`config.mk`:
```
export PLATFORM = sky130hd
export DESIGN_NAME = sha1_stream_hasher_unit
export DESIGN_NICKNAME = d
export VERILOG_FILES = /design/src/hw/rtl/sha1sh_pkg.sv /design/src/hw/rtl/sha1_stream_hasher_unit.sv
export SDC_FILE = /design/constraint.sdc
export NUM_CORES = 2
export LEC_CHECK = 0
export BUFFER_PORTS_ARGS = -buffer_cell sky130_fd_sc_hd__buf_2
export CAP_MARGIN = 20
export CORE_ASPECT_RATIO = 0.9
export CORE_MARGIN = 3
export CORE_UTILIZATION = 45
export CTS_CLUSTER_DIAMETER = 60
export CTS_CLUSTER_SIZE = 12
export DETAILED_ROUTE_END_ITERATION = 12
export GPL_TIMING_DRIVEN = 1
export PLACE_DENSITY_LB_ADDON = 0.12
export SLEW_MARGIN = 20
export SYNTH_ARGS = -nofsm -noshare
export SYNTH_HDL_FRONTEND = slang
export SYNTH_SLANG_ARGS = --single-unit
```
`constraint.sdc`:
```
create_clock -name clock -period 69.8 [get_ports clock]
set_input_delay 10.47 -clock clock [delete_from_list [all_inputs] [get_ports clock]]
set_output_delay 10.47 -clock clock [all_outputs]
set_load 0.005 [all_outputs]
```
`src/hw/rtl/sha1sh_pkg.sv`:
```
`timescale 1ns / 1ps

package sha1sh_pkg;

   // sequencer states, one-hot
   typedef enum logic [3:0] {
      ST_IDLE   = 4'b0001,
      ST_LOAD   = 4'b0010,
      ST_ROUND  = 4'b0100,
      ST_FINISH = 4'b1000
   } state_type;

   typedef enum logic [1:0] {
      CMD_ABSORB  = 2'd0,
      CMD_READ    = 2'd1,
      CMD_RESTART = 2'd2,
      CMD_NONE    = 2'd3
   } cmd_type;

   // five 32-bit hash words, index 0 is H0
   typedef logic [4:0][31:0] hword_type;
   // sixteen-word schedule window, index 0 is w[t]
   typedef logic [15:0][31:0] sched_type;

   localparam hword_type SHA1_IV = {32'hC3D2E1F0, 32'h10325476, 32'h98BADCFE,
                                    32'hEFCDAB89, 32'h67452301};

   localparam logic [31:0] K_00_19 = 32'h5A827999;
   localparam logic [31:0] K_20_39 = 32'h6ED9EBA1;
   localparam logic [31:0] K_40_59 = 32'h8F1BBCDC;
   localparam logic [31:0] K_60_79 = 32'hCA62C1D6;

   localparam logic [7:0]  PAD_BYTE  = 8'h80;
   localparam logic [31:0] LO_LIMIT  = 32'hFFFF_FFF8;
   localparam logic [31:0] CNT_STEP  = 32'd8;
   localparam logic [31:0] HI_MAX    = 32'hFFFF_FFFF;

   localparam int unsigned NUM_ROUNDS  = 80;
   localparam int unsigned BLOCK_BYTES = 64;
   localparam int unsigned BLOCK_WORDS = 16;
   localparam int unsigned LEN_START   = 56;

   localparam logic [6:0] LAST_ROUND = 7'd79;
   localparam logic [6:0] RND_20     = 7'd20;
   localparam logic [6:0] RND_40     = 7'd40;
   localparam logic [6:0] RND_60     = 7'd60;
   localparam logic [5:0] LAST_FILL  = 6'd63;

   function automatic logic [31:0] byte_rev(input logic [31:0] v);
      byte_rev = {v[7:0], v[15:8], v[23:16], v[31:24]};
   endfunction

endpackage

```
`src/hw/rtl/sha1_stream_hasher_unit.sv`:
```
`timescale 1ns / 1ps

// Streaming SHA-1 hasher. Send message bytes with command absorb, one per item; a
// read item returns the digest of everything absorbed since the last restart (the
// message is padded on a copy, so absorbing can continue afterwards) plus a sticky
// flag that is set once the 64-bit bit count has overflowed. Restart reloads the IV.
// An absorb item that does not complete a 64-byte block leaves req_ready high. An
// absorb that completes a block keeps req_ready low after acceptance through load,
// 80 rounds and chain add. A read runs load, 80 rounds and a finish step before its
// result, twice when 56 or more bytes of the current block are buffered (padding
// spills into a second block); finish waits until an earlier result is taken. One
// round datapath does one round per clock. Restart and the unused command give no
// result. csr_wr_data set to 1 byte-reverses each digest word on the rsp ports.

module sha1_stream_hasher_unit (
   input  logic        clock,
   input  logic        reset,
   input  logic        req_valid,
   output logic        req_ready,
   input  logic [1:0]  req_command,
   input  logic [7:0]  req_data_byte,
   output logic        rsp_valid,
   input  logic        rsp_ready,
   output logic [31:0] rsp_digest_word0,
   output logic [31:0] rsp_digest_word1,
   output logic [31:0] rsp_digest_word2,
   output logic [31:0] rsp_digest_word3,
   output logic [31:0] rsp_digest_word4,
   output logic        rsp_length_overflow,
   input  logic        csr_wr_en,
   input  logic        csr_wr_data
);

   // ---------------------------------------------------------------- registers
   sha1sh_pkg::state_type state_ff, state_in;
   logic [5:0]            fill_ff, fill_in;        // bytes in current block
   logic [31:0]           cnt_hi_ff, cnt_hi_in;    // message bit count, high half
   logic [31:0]           cnt_lo_ff, cnt_lo_in;    // message bit count, low half
   logic                  ovf_ff, ovf_in;          // sticky count overflow
   logic                  word_order_ff;
   sha1sh_pkg::hword_type chain_ff, chain_in;      // live chain value
   sha1sh_pkg::hword_type hash_ff, hash_in;        // digest copy / result words
   sha1sh_pkg::hword_type work_ff, work_in;        // a..e, index 0 is a
   sha1sh_pkg::sched_type w_ff, w_in;              // message schedule window
   logic [6:0]            rnd_ff, rnd_in;
   logic                  mode_read_ff, mode_read_in;  // compression serves a read
   logic                  pass2_ff, pass2_in;          // length-only second block
   logic                  rsp_valid_ff, rsp_valid_in;
   logic                  rsp_ovf_ff, rsp_ovf_in;
   sha1sh_pkg::sched_type buf_ff;                  // block bytes, big-endian per word

   // ---------------------------------------------------------------- combinational
   logic                  req_accept;
   sha1sh_pkg::cmd_type   req_cmd;
   logic                  need2;
   logic [63:0]           len64;
   logic [7:0]            pad_b [sha1sh_pkg::BLOCK_BYTES];
   sha1sh_pkg::sched_type block_w;
   sha1sh_pkg::hword_type base_h;
   sha1sh_pkg::hword_type sum_h;
   logic [31:0]           f_val;
   logic [31:0]           k_val;
   logic [31:0]           t_val;
   logic [31:0]           w_mix;

   assign req_ready  = (state_ff == sha1sh_pkg::ST_IDLE);
   assign req_accept = req_valid && req_ready;
   assign req_cmd    = sha1sh_pkg::cmd_type'(req_command);

   // padding needs a second block once 56 or more bytes are buffered
   assign need2 = (fill_ff[5:3] == 3'b111);
   assign len64 = {cnt_hi_ff, cnt_lo_ff};

   // block fed to the compressor: raw buffer for absorb, padded copy for read
   always_comb begin
      for (int i = 0; i < sha1sh_pkg::BLOCK_BYTES; i++) begin
         if (!mode_read_ff) begin
            pad_b[i] = buf_ff[i / 4][8 * (3 - i % 4) +: 8];
         end else if (pass2_ff) begin
            pad_b[i] = (i >= sha1sh_pkg::LEN_START) ? len64[8*(63-i) +: 8] : 8'h00;
         end else begin
            if (6'(i) < fill_ff) begin
               pad_b[i] = buf_ff[i / 4][8 * (3 - i % 4) +: 8];
            end else if (6'(i) == fill_ff) begin
               pad_b[i] = sha1sh_pkg::PAD_BYTE;
            end else begin
               pad_b[i] = 8'h00;
            end
            if (i >= sha1sh_pkg::LEN_START && !need2) begin
               pad_b[i] = len64[8*(63-i) +: 8];
            end
         end
      end
      for (int j = 0; j < sha1sh_pkg::BLOCK_WORDS; j++) begin
         block_w[j] = {pad_b[4*j], pad_b[4*j+1], pad_b[4*j+2], pad_b[4*j+3]};
      end
   end

   // second pass of a read chains from the first pass result
   assign base_h = (mode_read_ff && pass2_ff) ? hash_ff : chain_ff;

   always_comb begin
      for (int k = 0; k < 5; k++) begin
         sum_h[k] = base_h[k] + work_ff[k];
      end
   end

   // round function
   always_comb begin
      if (rnd_ff < sha1sh_pkg::RND_20) begin
         f_val = (work_ff[1] & work_ff[2]) | (~work_ff[1] & work_ff[3]);
         k_val = sha1sh_pkg::K_00_19;
      end else if (rnd_ff < sha1sh_pkg::RND_40) begin
         f_val = work_ff[1] ^ work_ff[2] ^ work_ff[3];
         k_val = sha1sh_pkg::K_20_39;
      end else if (rnd_ff < sha1sh_pkg::RND_60) begin
         f_val = (work_ff[1] & work_ff[2]) | (work_ff[1] & work_ff[3]) |
                 (work_ff[2] & work_ff[3]);
         k_val = sha1sh_pkg::K_40_59;
      end else begin
         f_val = work_ff[1] ^ work_ff[2] ^ work_ff[3];
         k_val = sha1sh_pkg::K_60_79;
      end
      t_val = {work_ff[0][26:0], work_ff[0][31:27]} + f_val + work_ff[4] + k_val + w_ff[0];
      w_mix = w_ff[13] ^ w_ff[8] ^ w_ff[2] ^ w_ff[0];
   end

   // sequencer and state update
   always_comb begin
      state_in     = state_ff;
      fill_in      = fill_ff;
      cnt_hi_in    = cnt_hi_ff;
      cnt_lo_in    = cnt_lo_ff;
      ovf_in       = ovf_ff;
      chain_in     = chain_ff;
      hash_in      = hash_ff;
      work_in      = work_ff;
      w_in         = w_ff;
      rnd_in       = rnd_ff;
      mode_read_in = mode_read_ff;
      pass2_in     = pass2_ff;
      rsp_valid_in = rsp_valid_ff;
      rsp_ovf_in   = rsp_ovf_ff;

      if (rsp_valid_ff && rsp_ready) begin
         rsp_valid_in = 1'b0;
      end

      case (state_ff)
         sha1sh_pkg::ST_IDLE: begin
            if (req_accept) begin
               case (req_cmd)
                  sha1sh_pkg::CMD_ABSORB: begin
                     fill_in = fill_ff + 6'd1;
                     if (cnt_lo_ff < sha1sh_pkg::LO_LIMIT) begin
                        cnt_lo_in = cnt_lo_ff + sha1sh_pkg::CNT_STEP;
                     end else begin
                        cnt_lo_in = '0;
                        if (cnt_hi_ff != sha1sh_pkg::HI_MAX) begin
                           cnt_hi_in = cnt_hi_ff + 32'd1;
                        end else begin
                           ovf_in = 1'b1;
                        end
                     end
                     if (fill_ff == sha1sh_pkg::LAST_FILL) begin
                        mode_read_in = 1'b0;
                        pass2_in     = 1'b0;
                        state_in     = sha1sh_pkg::ST_LOAD;
                     end
                  end
                  sha1sh_pkg::CMD_READ: begin
                     mode_read_in = 1'b1;
                     pass2_in     = 1'b0;
                     state_in     = sha1sh_pkg::ST_LOAD;
                  end
                  sha1sh_pkg::CMD_RESTART: begin
                     chain_in  = sha1sh_pkg::SHA1_IV;
                     fill_in   = '0;
                     cnt_hi_in = '0;
                     cnt_lo_in = '0;
                     ovf_in    = 1'b0;
                  end
                  default: begin
                  end
               endcase
            end
         end
         sha1sh_pkg::ST_LOAD: begin
            w_in     = block_w;
            work_in  = base_h;
            rnd_in   = '0;
            state_in = sha1sh_pkg::ST_ROUND;
         end
         sha1sh_pkg::ST_ROUND: begin
            work_in = {work_ff[3], work_ff[2], {work_ff[1][1:0], work_ff[1][31:2]},
                       work_ff[0], t_val};
            w_in    = {{w_mix[30:0], w_mix[31]}, w_ff[15:1]};
            rnd_in  = rnd_ff + 7'd1;
            if (rnd_ff == sha1sh_pkg::LAST_ROUND) begin
               state_in = sha1sh_pkg::ST_FINISH;
            end
         end
         sha1sh_pkg::ST_FINISH: begin
            if (!mode_read_ff) begin
               chain_in = sum_h;
               state_in = sha1sh_pkg::ST_IDLE;
            end else if (!(rsp_valid_ff && !rsp_ready)) begin
               // hash_ff doubles as the result register: wait for the old result
               hash_in = sum_h;
               if (!pass2_ff && need2) begin
                  pass2_in = 1'b1;
                  state_in = sha1sh_pkg::ST_LOAD;
               end else begin
                  rsp_valid_in = 1'b1;
                  rsp_ovf_in   = ovf_ff;
                  state_in     = sha1sh_pkg::ST_IDLE;
               end
            end
         end
         default: begin
            state_in = sha1sh_pkg::ST_IDLE;
         end
      endcase
   end

   always_ff @(posedge clock) begin
      if (reset) begin
         state_ff      <= sha1sh_pkg::ST_IDLE;
         fill_ff       <= '0;
         cnt_hi_ff     <= '0;
         cnt_lo_ff     <= '0;
         ovf_ff        <= 1'b0;
         chain_ff      <= sha1sh_pkg::SHA1_IV;
         mode_read_ff  <= 1'b0;
         pass2_ff      <= 1'b0;
         rsp_valid_ff  <= 1'b0;
         word_order_ff <= 1'b0;
      end else begin
         state_ff     <= state_in;
         fill_ff      <= fill_in;
         cnt_hi_ff    <= cnt_hi_in;
         cnt_lo_ff    <= cnt_lo_in;
         ovf_ff       <= ovf_in;
         chain_ff     <= chain_in;
         mode_read_ff <= mode_read_in;
         pass2_ff     <= pass2_in;
         rsp_valid_ff <= rsp_valid_in;
         if (csr_wr_en) begin
            word_order_ff <= csr_wr_data;
         end
      end
   end

   // datapath registers, no reset
   always_ff @(posedge clock) begin
      hash_ff    <= hash_in;
      work_ff    <= work_in;
      w_ff       <= w_in;
      rnd_ff     <= rnd_in;
      rsp_ovf_ff <= rsp_ovf_in;
      if (req_accept && req_cmd == sha1sh_pkg::CMD_ABSORB) begin
         // byte 0 of a word sits in its top lane
         buf_ff[fill_ff[5:2]][{~fill_ff[1:0], 3'b000} +: 8] <= req_data_byte;
      end
   end

   // ---------------------------------------------------------------- outputs
   assign rsp_valid           = rsp_valid_ff;
   assign rsp_length_overflow = rsp_ovf_ff;
   assign rsp_digest_word0 = word_order_ff ? sha1sh_pkg::byte_rev(hash_ff[0]) : hash_ff[0];
   assign rsp_digest_word1 = word_order_ff ? sha1sh_pkg::byte_rev(hash_ff[1]) : hash_ff[1];
   assign rsp_digest_word2 = word_order_ff ? sha1sh_pkg::byte_rev(hash_ff[2]) : hash_ff[2];
   assign rsp_digest_word3 = word_order_ff ? sha1sh_pkg::byte_rev(hash_ff[3]) : hash_ff[3];
   assign rsp_digest_word4 = word_order_ff ? sha1sh_pkg::byte_rev(hash_ff[4]) : hash_ff[4];

   // ---------------------------------------------------------------- assertions
   a_state_onehot: assert property (@(posedge clock) disable iff (reset)
      $onehot(state_ff))
      else $error("sequencer state not one-hot");

   a_round_range: assert property (@(posedge clock) disable iff (reset)
      state_ff == sha1sh_pkg::ST_ROUND |-> rnd_ff <= sha1sh_pkg::LAST_ROUND)
      else $error("round counter past last round");

   a_pass2_only_spill: assert property (@(posedge clock) disable iff (reset)
      pass2_ff && state_ff != sha1sh_pkg::ST_IDLE |-> mode_read_ff && need2)
      else $error("second padding block without spill");

   a_block_full_compress: assert property (@(posedge clock) disable iff (reset)
      req_accept && req_cmd == sha1sh_pkg::CMD_ABSORB && fill_ff == sha1sh_pkg::LAST_FILL
      |=> state_ff == sha1sh_pkg::ST_LOAD && fill_ff == 6'd0)
      else $error("full block did not start compression");

   a_read_no_early_rsp: assert property (@(posedge clock) disable iff (reset)
      req_accept && req_cmd == sha1sh_pkg::CMD_READ |=> !$rose(rsp_valid_ff))
      else $error("result raised before compression");

endmodule
```
==> impl_metrics.toml <==
[run_status]
status = "completed"

[clock_network]
cts_resized = 0
clk_pin_slew_worst_paths_ns = 0.06
ctsHoldBuffers = 0
clkLatencyLatePin_ns = 0.83
postCtsSetupBuffers = 0
tritoncts_num_sinks = 1588
cts_max_path_buffers = 3
cts_max_level = 4
cts_tree = "done"
numCtsBuffers = 161
ctsRootBufferMaster = "clkbuf_16"

[power_and_ir_drop]
p_sw_share_pct = 28.2
leakagePower_nw = 30.7
combPwrFrac_pct = 16.3
powerDensity_nw_per_um2 = 26.9
p_sw_uw = 644
pwr-share-seq_pct = 47.7
ir_drop_v = 0.0000242
clkPwrFrac_pct = 36.0
totalPowerFinal_mw = 2.28
internal_power_mw = 1.64

[placement]
dp_cells = 8131
place.gp.congestion = 0.932
dpl-instance-area_um2 = 79800
port_buffers = 178
dp_hpwl_mm = 169

[routing]
drt-pass1-iter-count = 6
routedWlPerCell_um = 29.1
ant_nets = 0
viasPerCell = 6.08
first_iter_violations = 5577
num_vias = 51100
drc_errors = 0
wl_mm = 245

[synth]
netlist.area_leader.share_pct = 53.0
synth-async-reset-ratio_pct = 0
synthTopCellsByArea = "edfxtp_1, mux2_2, dfxtp_1, a22o_1, fa_1"
synth.most_common_cell = "edfxtp_1"
synth-edff-count = 1352
syn_avg_cell_area_um2 = 12.9
yosys_register_bits = 1588
synthCells = 5922
ys_warn_count = 0
ys_seq_area_share_pct = 59.2
synth_cell_types = 79
syn_area_um2 = 76500
yosysTopAreaCell = "edfxtp_1"
yosys-top-cells-count = "edfxtp_1, mux2_2, nor2_1"
syn_nets = 6262
synth_flop_cell = "edfxtp_1"

[critical_path]
cp.required_ns = 59.33
path_max_fanout = 74
cp.arrival_ns = 3.53
critPathCaptureType = "output pin"
path_class = "register to output pin"
startpoint_type = "register"

[global_routing]
grt_first_pass_wirelength_mm = 349
antenna_found_initial = 14
grt_pass1_vias = 48800
grt_overflow_total = 0
grt_max_degree = 176
track_usage_pct = 27.5

[sta]
fin_crit_ns = 14.00
period_share_pct = 20.1
finalHoldViolations = 0
maxSlewViolCount = 0
fin_skew_ns = 0.0477
maxSlewHeadroom_pct = 18.8
rsz0062_at_grt = "no"
setup_violations = 0
fmax_ghz = 0.0714
tns_ns = 0
worst_pin_slew_ns = 1.22

[cells_and_area]
drive_above_1_share_pct = 15.4
final_cells = 8394
fin_nets = 6402
area_growth_pct = 10.7
final_cell_area_um2 = 84700
fin_util_pct = 50.5

[floorplan]
die_area_um2 = 175000
fp-row-count = 142
core_area_um2 = 168000
die_h_um = 397
start_util_pct = 45.6
die_w_um = 441
num_io_pins = 179

[worst_hold_path]
min_path_type = "register to register"

[run]
maxCapViolCount = 0
kinds of logic (layout without fill, tap and decap cells):
family          after synthesis  after routing  synth area share [%]
buf+inv                     518            756                  2.55
compound gates             1501           1501                  13.9
mux                         503            503                  7.32
xor+xnor                    313            313                  3.58
other cells                   0              2                     0
flops                      1588           1588                  59.2
simple gates               1175           1175                  6.93
fa+ha+maj                   324            324                  6.52
cell type report:
cell class,count,area (um2)
fill,14500,83000
multi-input combinational,3816,29400
antenna,2,5.00
sequential,1588,45300
tap,2232,2790
timing repair buffer,247,1440
clock buffer,226,4350
clock inverter,35,483
inverter,248,931
per-layer routing:
metal / vias to the layer above / global-route usage (%) / wire [um]
li1: 22700 / - / -
met1: 25700 / 37.1 / 101000
met2: 2177 / 44.1 / 114000
met3: 481 / 4.36 / 17200
met4: 2 / 11.8 / 11800
met5: - / 0 / 13
power groups by stage:
| stage | Sequential (mW) | Clock, mW | Combinational, mW |
|---|---|---|---|
| after floorplan | 1.15 | 0 | 0.245 |
| after global placement | 1.11 | 0 | 0.362 |
| after detailed placement | 1.11 | 0 | 0.365 |
| after CTS | 1.09 | 0.835 | 0.367 |
| after global routing | 1.09 | 0.874 | 0.399 |
| final | 1.09 | 0.822 | 0.371 |
registers in the layout, indices dropped and copies added, names as in the netlist:
name	flops
buf_ff	512
work_ff	160
cnt_lo_ff	29
rnd_ff	7
rsp_length_overflow	1
rsp_valid	1
ovf_ff	1
hash_ff	160
cnt_hi_ff	32
pass2_ff	1
fill_ff	6
chain_ff	160
mode_read_ff	1
w_ff	512
word_order_ff	1
state_ff	4
worst paths after layout:
path	end	cells past startpoint	from	slack [ns]
worst min register to register	chain_ff[34]	2	chain_ff[34]	0.45
worst min-delay path	chain_ff[34]	2	chain_ff[34]	0.45
worst max-delay path	rsp_digest_word0[20]	4	word_order_ff	55.80
worst max register to register	work_ff[29]	22	rnd_ff[4]	62.69
stage by stage:
| step | hold slack, ns | setup slack [ns] |
|---|---|---|
| CTS | 0.452 | 55.75 |
| global route | 0.469 | 55.59 |
| floorplan | 0.409 | 21.15 |
| global placement | 0.434 | 56.02 |
| detailed placement | 0.444 | 55.98 |
| finish | 0.452 | 55.80 |
worst max-delay path: stages, from the launching register on:
cell and delay (ns):
dfxtp_4 0.60, buf_4 0.60, buf_4 0.77, mux2_2 0.42, buf_2 0.14
cell usage in the layout, fill, tap and decap left out, types with 218 or more instances in the layout:
cell type / n
a21oi_1: 300
a22o_1: 411
dfxtp_1: 234
edfxtp_1: 1352
inv_1: 246
mux2_2: 452
nand2_1: 338
nor2_1: 443
o21ai_0: 228
xnor2_1: 218
Note: power is estimated with default switching activity, not from simulation.
